[src/rtl/sha1_pkg.sv]
package sha1_pkg;
    localparam logic [31:0] K0 = 32'h5A827999;
    localparam logic [31:0] K1 = 32'h6ED9EBA1;
    localparam logic [31:0] K2 = 32'h8F1BBCDC;
    localparam logic [31:0] K3 = 32'hCA62C1D6;
    localparam logic [31:0] H0 = 32'h67452301;
    localparam logic [31:0] H1 = 32'hEFCDAB89;
    localparam logic [31:0] H2 = 32'h98BADCFE;
    localparam logic [31:0] H3 = 32'h10325476;
    localparam logic [31:0] H4 = 32'hC3D2E1F0;
    localparam logic [7:0]  PAD_BYTE = 8'h80;
    localparam int          QDEPTH = 4;

    typedef struct packed {
        logic [7:0] data_byte;
        logic       has_data;
        logic       end_of_message;
    } t_item;

    typedef enum logic [2:0] {
        ST_DATA,
        ST_PAD,
        ST_LEN,
        ST_COMP,
        ST_EMIT
    } t_state;
endpackage

[src/rtl/sha1_front.sv]
module sha1_front (
    input  logic           i_clk,
    input  logic           i_rst_n,
    input  logic           i_push,
    input  sha1_pkg::t_item i_item,
    output logic           o_full,
    output logic           o_valid,
    output sha1_pkg::t_item o_item,
    input  logic           i_take
);
    import sha1_pkg::*;

    t_item      r_q [QDEPTH];
    logic [1:0] r_wp, r_rp;
    logic [2:0] r_cnt;
    logic       w_wr, w_rd;

    assign o_full  = (r_cnt == 3'(QDEPTH));
    assign o_valid = (r_cnt != 3'd0);
    assign o_item  = r_q[r_rp];
    assign w_wr    = i_push && !o_full;
    assign w_rd    = i_take && o_valid;

    always_ff @(posedge i_clk) begin
        if (w_wr) begin
            r_q[r_wp] <= i_item;
        end
        if (!i_rst_n) begin
            r_wp  <= '0;
            r_rp  <= '0;
            r_cnt <= '0;
        end else begin
            if (w_wr) r_wp <= r_wp + 2'd1;
            if (w_rd) r_rp <= r_rp + 2'd1;
            r_cnt <= r_cnt + 3'(w_wr) - 3'(w_rd);
        end
    end

    a_cnt_max: assert property (@(posedge i_clk) disable iff (!i_rst_n)
        r_cnt <= 3'(QDEPTH)) else $error("queue overflow");
    a_ptr: assert property (@(posedge i_clk) disable iff (!i_rst_n)
        2'(r_wp - r_rp) == r_cnt[1:0]) else $error("pointer mismatch");
    a_full_hold: assert property (@(posedge i_clk) disable iff (!i_rst_n)
        o_full && !w_rd |=> o_full) else $error("full dropped");
endmodule

[src/rtl/sha1_core.sv]
module sha1_core (
    input  logic            i_clk,
    input  logic            i_rst_n,
    input  logic            i_valid,
    input  sha1_pkg::t_item i_item,
    output logic            o_take,
    output logic            o_empty,
    output logic [31:0]     o_digest_word,
    output logic [2:0]      o_word_index,
    output logic            o_last_word,
    input  logic            i_pop
);
    import sha1_pkg::*;

    t_state      r_st, n_st;
    logic [31:0] r_w [16];
    logic [31:0] r_h [5];
    logic [31:0] r_a, r_b, r_c, r_d, r_e;
    logic [5:0]  r_pos;
    logic [63:0] r_bits;
    logic [6:0]  r_rnd;
    logic [2:0]  r_len, r_oi;
    logic        r_fin, r_padded, r_lendone;

    logic        w_byte_en, w_comp_start, w_comp_done;
    logic [7:0]  w_byte;
    logic [31:0] w_f, w_k, w_t, w_new;

    always_comb begin
        n_st = r_st;
        case (r_st)
            ST_DATA: if (i_valid) begin
                if (i_item.has_data && r_pos == 6'd63) n_st = ST_COMP;
                else if (i_item.end_of_message) n_st = ST_PAD;
            end
            ST_PAD:  if (r_pos == 6'd63) n_st = ST_COMP;
                     else if (r_pos == 6'd55) n_st = ST_LEN;
            ST_LEN:  if (r_len == 3'd7) n_st = ST_COMP;
            ST_COMP: if (w_comp_done) begin
                if (!r_fin) n_st = ST_DATA;
                else if (r_lendone) n_st = ST_EMIT;
                else n_st = ST_PAD;
            end
            ST_EMIT: if (i_pop && r_oi == 3'd4) n_st = ST_DATA;
            default: n_st = ST_DATA;
        endcase
    end

    always_comb begin
        o_take    = (r_st == ST_DATA);
        w_byte_en = 1'b0;
        w_byte    = 8'd0;
        case (r_st)
            ST_DATA: begin
                w_byte_en = i_valid && i_item.has_data;
                w_byte    = i_item.data_byte;
            end
            ST_PAD: begin
                w_byte_en = 1'b1;
                w_byte    = r_padded ? 8'd0 : PAD_BYTE;
            end
            ST_LEN: begin
                w_byte_en = 1'b1;
                w_byte    = r_bits[8'(63 - 8 * r_len) -: 8];
            end
            default: ;
        endcase
    end

    assign w_comp_start = (r_st != ST_COMP) && (n_st == ST_COMP);
    assign w_comp_done  = (r_st == ST_COMP) && (r_rnd == 7'd80);

    always_comb begin
        if (r_rnd < 7'd20) begin
            w_f = (r_b & r_c) | (~r_b & r_d);
            w_k = K0;
        end else if (r_rnd < 7'd40) begin
            w_f = r_b ^ r_c ^ r_d;
            w_k = K1;
        end else if (r_rnd < 7'd60) begin
            w_f = (r_b & r_c) | (r_b & r_d) | (r_c & r_d);
            w_k = K2;
        end else begin
            w_f = r_b ^ r_c ^ r_d;
            w_k = K3;
        end
        w_t   = {r_a[26:0], r_a[31:27]} + w_f + r_e + w_k + r_w[0];
        w_new = r_w[13] ^ r_w[8] ^ r_w[2] ^ r_w[0];
    end

    always_ff @(posedge i_clk) begin
        if (w_byte_en) begin
            r_w[r_pos[5:2]][8'(31 - 8 * r_pos[1:0]) -: 8] <= w_byte;
        end
        if (w_comp_start) begin
            r_a <= r_h[0]; r_b <= r_h[1]; r_c <= r_h[2]; r_d <= r_h[3]; r_e <= r_h[4];
        end
        if (r_st == ST_COMP && !w_comp_done) begin
            r_e <= r_d; r_d <= r_c; r_c <= {r_b[1:0], r_b[31:2]}; r_b <= r_a; r_a <= w_t;
            for (int i = 0; i < 15; i++) r_w[i] <= r_w[i + 1];
            r_w[15] <= {w_new[30:0], w_new[31]};
        end
        if (!i_rst_n) begin
            r_st <= ST_DATA;
            r_h[0] <= H0; r_h[1] <= H1; r_h[2] <= H2; r_h[3] <= H3; r_h[4] <= H4;
            r_pos <= '0; r_bits <= '0; r_rnd <= '0; r_len <= '0; r_oi <= '0;
            r_fin <= 1'b0; r_padded <= 1'b0; r_lendone <= 1'b0;
        end else begin
            r_st <= n_st;
            if (w_byte_en) r_pos <= r_pos + 6'd1;
            if (r_st == ST_DATA && i_valid && i_item.has_data) r_bits <= r_bits + 64'd8;
            if (r_st == ST_DATA && i_valid && i_item.end_of_message) r_fin <= 1'b1;
            if (r_st == ST_PAD) r_padded <= 1'b1;
            if (r_st == ST_LEN) r_len <= r_len + 3'd1;
            if (r_st == ST_LEN && r_len == 3'd7) r_lendone <= 1'b1;
            if (r_st == ST_COMP) r_rnd <= w_comp_done ? 7'd0 : r_rnd + 7'd1;
            if (w_comp_done) begin
                r_h[0] <= r_h[0] + r_a; r_h[1] <= r_h[1] + r_b; r_h[2] <= r_h[2] + r_c;
                r_h[3] <= r_h[3] + r_d; r_h[4] <= r_h[4] + r_e;
            end
            if (r_st == ST_EMIT && i_pop) begin
                if (r_oi == 3'd4) begin
                    r_oi <= '0; r_fin <= 1'b0; r_padded <= 1'b0; r_lendone <= 1'b0;
                    r_bits <= '0;
                    r_h[0] <= H0; r_h[1] <= H1; r_h[2] <= H2; r_h[3] <= H3; r_h[4] <= H4;
                end else begin
                    r_oi <= r_oi + 3'd1;
                end
            end
        end
    end

    assign o_empty       = (r_st != ST_EMIT);
    assign o_digest_word = r_h[r_oi];
    assign o_word_index  = r_oi;
    assign o_last_word   = (r_oi == 3'd4);

    a_rnd: assert property (@(posedge i_clk) disable iff (!i_rst_n)
        r_st != ST_COMP |-> r_rnd == 7'd0) else $error("round count stray");
    a_emit: assert property (@(posedge i_clk) disable iff (!i_rst_n)
        !o_empty |-> r_fin) else $error("digest without message end");
    a_oi: assert property (@(posedge i_clk) disable iff (!i_rst_n)
        r_oi <= 3'd4) else $error("word index range");
endmodule

[src/rtl/sha1_stream_hasher.sv]
// After the end-of-message transaction the core pads the block and runs a closing compression
// before the first digest word, and a second one when the padding does not fit that block.
// Throughput: one transaction per cycle while a 64-byte block fills; no transaction is taken
// while its rounds run; digest words one per cycle while i_pop is held.
// Reset: synchronous active low; chaining words return to initial values, queue empties.
module sha1_stream_hasher (
    input  logic        i_clk,
    input  logic        i_rst_n,
    input  logic        i_push,
    output logic        o_full,
    input  logic [7:0]  i_data_byte,
    input  logic        i_has_data,
    input  logic        i_end_of_message,
    output logic        o_empty,
    input  logic        i_pop,
    output logic [31:0] o_digest_word,
    output logic [2:0]  o_word_index,
    output logic        o_last_word
);
    import sha1_pkg::*;

    t_item w_in, w_q;
    logic  w_valid, w_take;

    assign w_in = '{data_byte: i_data_byte, has_data: i_has_data,
                    end_of_message: i_end_of_message};

    sha1_front u_front (
        .i_clk, .i_rst_n, .i_push, .i_item(w_in), .o_full,
        .o_valid(w_valid), .o_item(w_q), .i_take(w_take)
    );

    sha1_core u_core (
        .i_clk, .i_rst_n, .i_valid(w_valid), .i_item(w_q), .o_take(w_take),
        .o_empty, .o_digest_word, .o_word_index, .o_last_word, .i_pop
    );
endmodule
[config.mk]
export PLATFORM = sky130hd
export DESIGN_NAME = sha1_stream_hasher
export DESIGN_NICKNAME = d
export VERILOG_FILES = /design/src/rtl/sha1_pkg.sv /design/src/rtl/sha1_front.sv /design/src/rtl/sha1_core.sv /design/src/rtl/sha1_stream_hasher.sv
export SDC_FILE = /design/constraint.sdc
export NUM_CORES = 2
export LEC_CHECK = 0
export ABC_CLOCK_PERIOD_IN_PS = 12500
export BUFFER_PORTS_ARGS = -buffer_cell sky130_fd_sc_hd__buf_2
export CELL_PAD_IN_SITES_DETAIL_PLACEMENT = 2
export CELL_PAD_IN_SITES_GLOBAL_PLACEMENT = 2
export CORE_MARGIN = 2
export CORE_UTILIZATION = 44
export DETAILED_ROUTE_END_ITERATION = 7
export HOLD_SLACK_MARGIN = 0.1
export PLACE_DENSITY = 0.84
export RECOVER_POWER = 25
export SKIP_LAST_GASP = 1
export SYNTH_ARGS = -nofsm -noshare
export SYNTH_HDL_FRONTEND = slang
export SYNTH_SLANG_ARGS = --single-unit
export TNS_END_PERCENT = 100
[constraint.sdc]
create_clock -name i_clk -period 12.5 [get_ports i_clk]
set_input_delay 0 -clock i_clk [delete_from_list [all_inputs] [get_ports i_clk]]
set_output_delay 0 -clock i_clk [all_outputs]
set_load 0.05 [all_outputs]
==> impl_metrics.yaml <==
synthesis:
  netlist_top_cells_area: "edfxtp_1 49%, a21o_1 8.2%, ha_1 5.5%"
  syn_nets: 5041
  yosysSeqAreaShare_pct: 52.51
  syn_area_um2: 53610
  synth_top_area_cell: "edfxtp_1"
  yosys_register_bits: 970
  synth_edf_count: 872
  synth_ff_type: "edfxtp_1"
  syn_inst: 4665
  async_flop_share_pct: 0
  synth_cell_types: 87
  synth_top_area_share_pct: 48.85
  syn_avg_cell_area_um2: 11.49
  yosys_warnings: 0
sta:
  maxSlewViolCount: 598
  hold_viol_final: 0
  rsz0062_at_grt: "false"
  period_minus_slack_ps: 8251
  worst_pin_slew_ps: 4801
  fmax_mhz: 121.2
  clock_skew_ps: 47.15
  period_share_pct: 66.01
  slew_headroom_pct: -220.1
  tns_ps: 0
  setup_viol: 0
floorplanning:
  die_h_um: 353.0
  fp-row-count: 128
  core_region_area_um2: 121400
  die_x_um: 353.0
  start_util_pct: 44.16
  die-area_um2: 124600
  ioPinCount: 52
clock_network:
  cts_resized: 0
  htreeDepth: 3
  tritoncts: "built"
  clkSinkCount: 970
  cts_root_buf: "clkbuf_16"
  path_clk_slew_ps: 60
  numCtsBuffers: 108
  cts_setup_buffers: 0
  cts_hold_buf: 24
  clk_path_buf_depth: 3
  clock_latency_ps: 760
global_route:
  grt_pass1_wl_mm: 290.0
  grt_overflow_total: 0
  grt_usage_pct: 30.86
  grt_max_degree: 229
  antenna_found_initial: 2
  grt_pass1_vias: 43530
route:
  drtIter0Drc: 3132
  vias: 39260
  antenna_left: 0
  wire_per_inst_um: 30.03
  drt_pass1_iterations: 5
  drt_wl_total_mm: 193.8
  vias_per_cell: 6.083
  drc: 0
power_and_ir_drop:
  irDropWorstVdd_mv: 0.1576
  p_total_w: 0.008608
  p_leak_nw: 26.23
  p_per_area_nw_per_um2: 144.7
critical_path:
  r2r.worst_path.cells: 9
  r2r_setup_slack_ps: 4250
  r2r-end: "u_core.r_b[20]$_DFFE_PP_"
  crit_arrival_ps: 8840
  worstReg2RegStart: "u_core.r_rnd[0]$_SDFFE_PN0P_"
  cp-start-kind: "flip-flop"
  critical_path_class: "flip-flop to flip-flop"
  end_kind: "flip-flop"
  crit_required_ps: 13090
  crit_fanout: 228
placement:
  port_buffers: 51
  place_congestion: 0.9029
  dp_hpwl_mm: 132.1
final_layout:
  syn_to_final_growth_pct: 10.97
  layout.nets: 5118
  drive_above_1_share_pct: 7.560
run_status:
  violations: "max-capacitance violations, max-slew violations"
  status: "complete, but fails checks"
hold_path:
  hp-class: "input pin to flip-flop"
  hold_depth: 5
  min-delay-start: "i_pop"
run:
  max_cap_viol_count: 10
[worst max-delay path, stage by stage (launching register included)]
cell      delay (ps)
dfxtp_1          480
inv_1             90
ha_1             240
nor3b_1          170
and3_1           250
nor2_1          1620
clkbuf_2        3430
buf_4           1080
nand2_1          250
nand2_1          120
[registers in the layout (all words and copies together), names as in the netlist, named ones only]
name                 flops
u_core.r_w             512
u_core.r_bits           61
u_core.r_st              3
u_core.r_padded          1
u_core.r_e              32
u_core.r_rnd             7
u_core.o_word_index      3
u_core.r_d              32
u_front.r_cnt            3
u_core.r_fin             1
u_front.r_rp             2
u_core.r_len             3
u_core.r_c              32
u_front.r_q             40
u_core.r_a              32
u_core.r_b              32
u_front.r_wp             2
u_core.r_lendone         1
u_core.r_pos             6
u_core.r_h             160
[kinds of logic after synthesis]
logic type	after synthesis	synth area share (%)
and+or+nand+nor	1250	10.35
AOI/OAI and AO/OA	1222	15.44
DFF	970	52.51
buffers and inverters	447	3.151
adders and majority gates	362	10.20
xor gates and xnor gates	313	5.114
muxes	101	3.244
[cell usage after synthesis, drive strengths merged, types with 14 or more instances]
cell type / count
edfxtp: 872
nand2: 612
a21o: 582
nor2: 286
inv: 238
ha: 237
o21ai: 232
xnor2: 207
clkbuf: 191
a21oi: 171
fa: 125
xor2: 106
dfxtp: 98
nand3: 68
nor2b: 60
mux4: 55
nor3: 44
and3: 39
o22ai: 34
mux2: 32
and2: 31
a211oi: 30
or3: 25
o32ai: 21
a31oi: 20
nand2b: 20
o21bai: 19
nand4: 18
o21a: 18
buf: 17
mux2i: 14
[through the flow]
stage          util (%)  area (um^2)  std cells  worst slack, ps  hold slack (ps)
2_1_floorplan         -        53610       4665             3377            98.87
3_3_place_gp      46.06        55920       6229             5575            213.1
3_5_place_dp      46.06        55920       6229             5193            218.4
4_1_cts           49.14        59650       6449             5047            297.7
5_1_grt           49.00        59480       6453             3730            297.3
6_report          49.00        59490       6454             4249            255.1
[worst max path at each step]
stage,from,end,slack (ps)
2_1_floorplan,u_core.r_rnd[0]$_SDFFE_PN0P_,u_core.r_a[0]$_DFFE_PP_,3380
3_3_place_gp,u_core.r_rnd[4]$_SDFFE_PN0P_,u_core.r_a[31]$_DFFE_PP_,5580
3_5_place_dp,u_core.r_rnd[2]$_SDFFE_PN0P_,u_core.r_a[30]$_DFFE_PP_,5190
4_1_cts,u_core.r_rnd[2]$_SDFFE_PN0P_,u_core.r_a[30]$_DFFE_PP_,5050
5_1_grt,u_core.r_rnd[0]$_SDFFE_PN0P_,u_core.r_b[20]$_DFFE_PP_,3730
6_report,u_core.r_rnd[0]$_SDFFE_PN0P_,u_core.r_b[20]$_DFFE_PP_,4250
[cell type report]
type | instances | area [um^2]
diodes | 1 | 2.502
clock buffers | 143 | 2937
clock inverters | 53 | 551.8
fillers | 12070 | 61910
inverters | 239 | 897.1
multi-input cells | 3248 | 23750
flip-flops and latches | 970 | 28150
well taps | 1625 | 2033
repair buffers | 175 | 1165
[report_power, final]
group / internal [W] / switching, W
clock: 0.00182 / 0.00144
sequential: 0.00373 / 0.0000987
combinational: 0.000581 / 0.000938
total: 0.00613 / 0.00248
[metal layers]
metal	GRT usage [%]	vias up	wire [um]
met4	13.16	2	8843
met2	54.44	1181	99090
met1	38.28	20720	77270
met3	3.571	425	8616
met5	0	-	13
li1	-	16930	-
[cells in the final DEF (no fill, tap or decap), drive strengths merged, types with 21 or more instances in the layout]
master,count
a211oi,30
a21o,582
a21oi,171
and2,31
and3,39
buf,91
clkbuf,203
clkinv,45
dfxtp,98
dlygate4sd3,24
edfxtp,872
fa,125
ha,237
inv,239
mux2,32
mux4,55
nand2,612
nand3,68
nor2,286
nor2b,60
nor3,44
o21ai,232
o22ai,34
o32ai,21
or3,25
xnor2,207
xor2,106
Note: power is estimated with default switching activity, not from simulation.
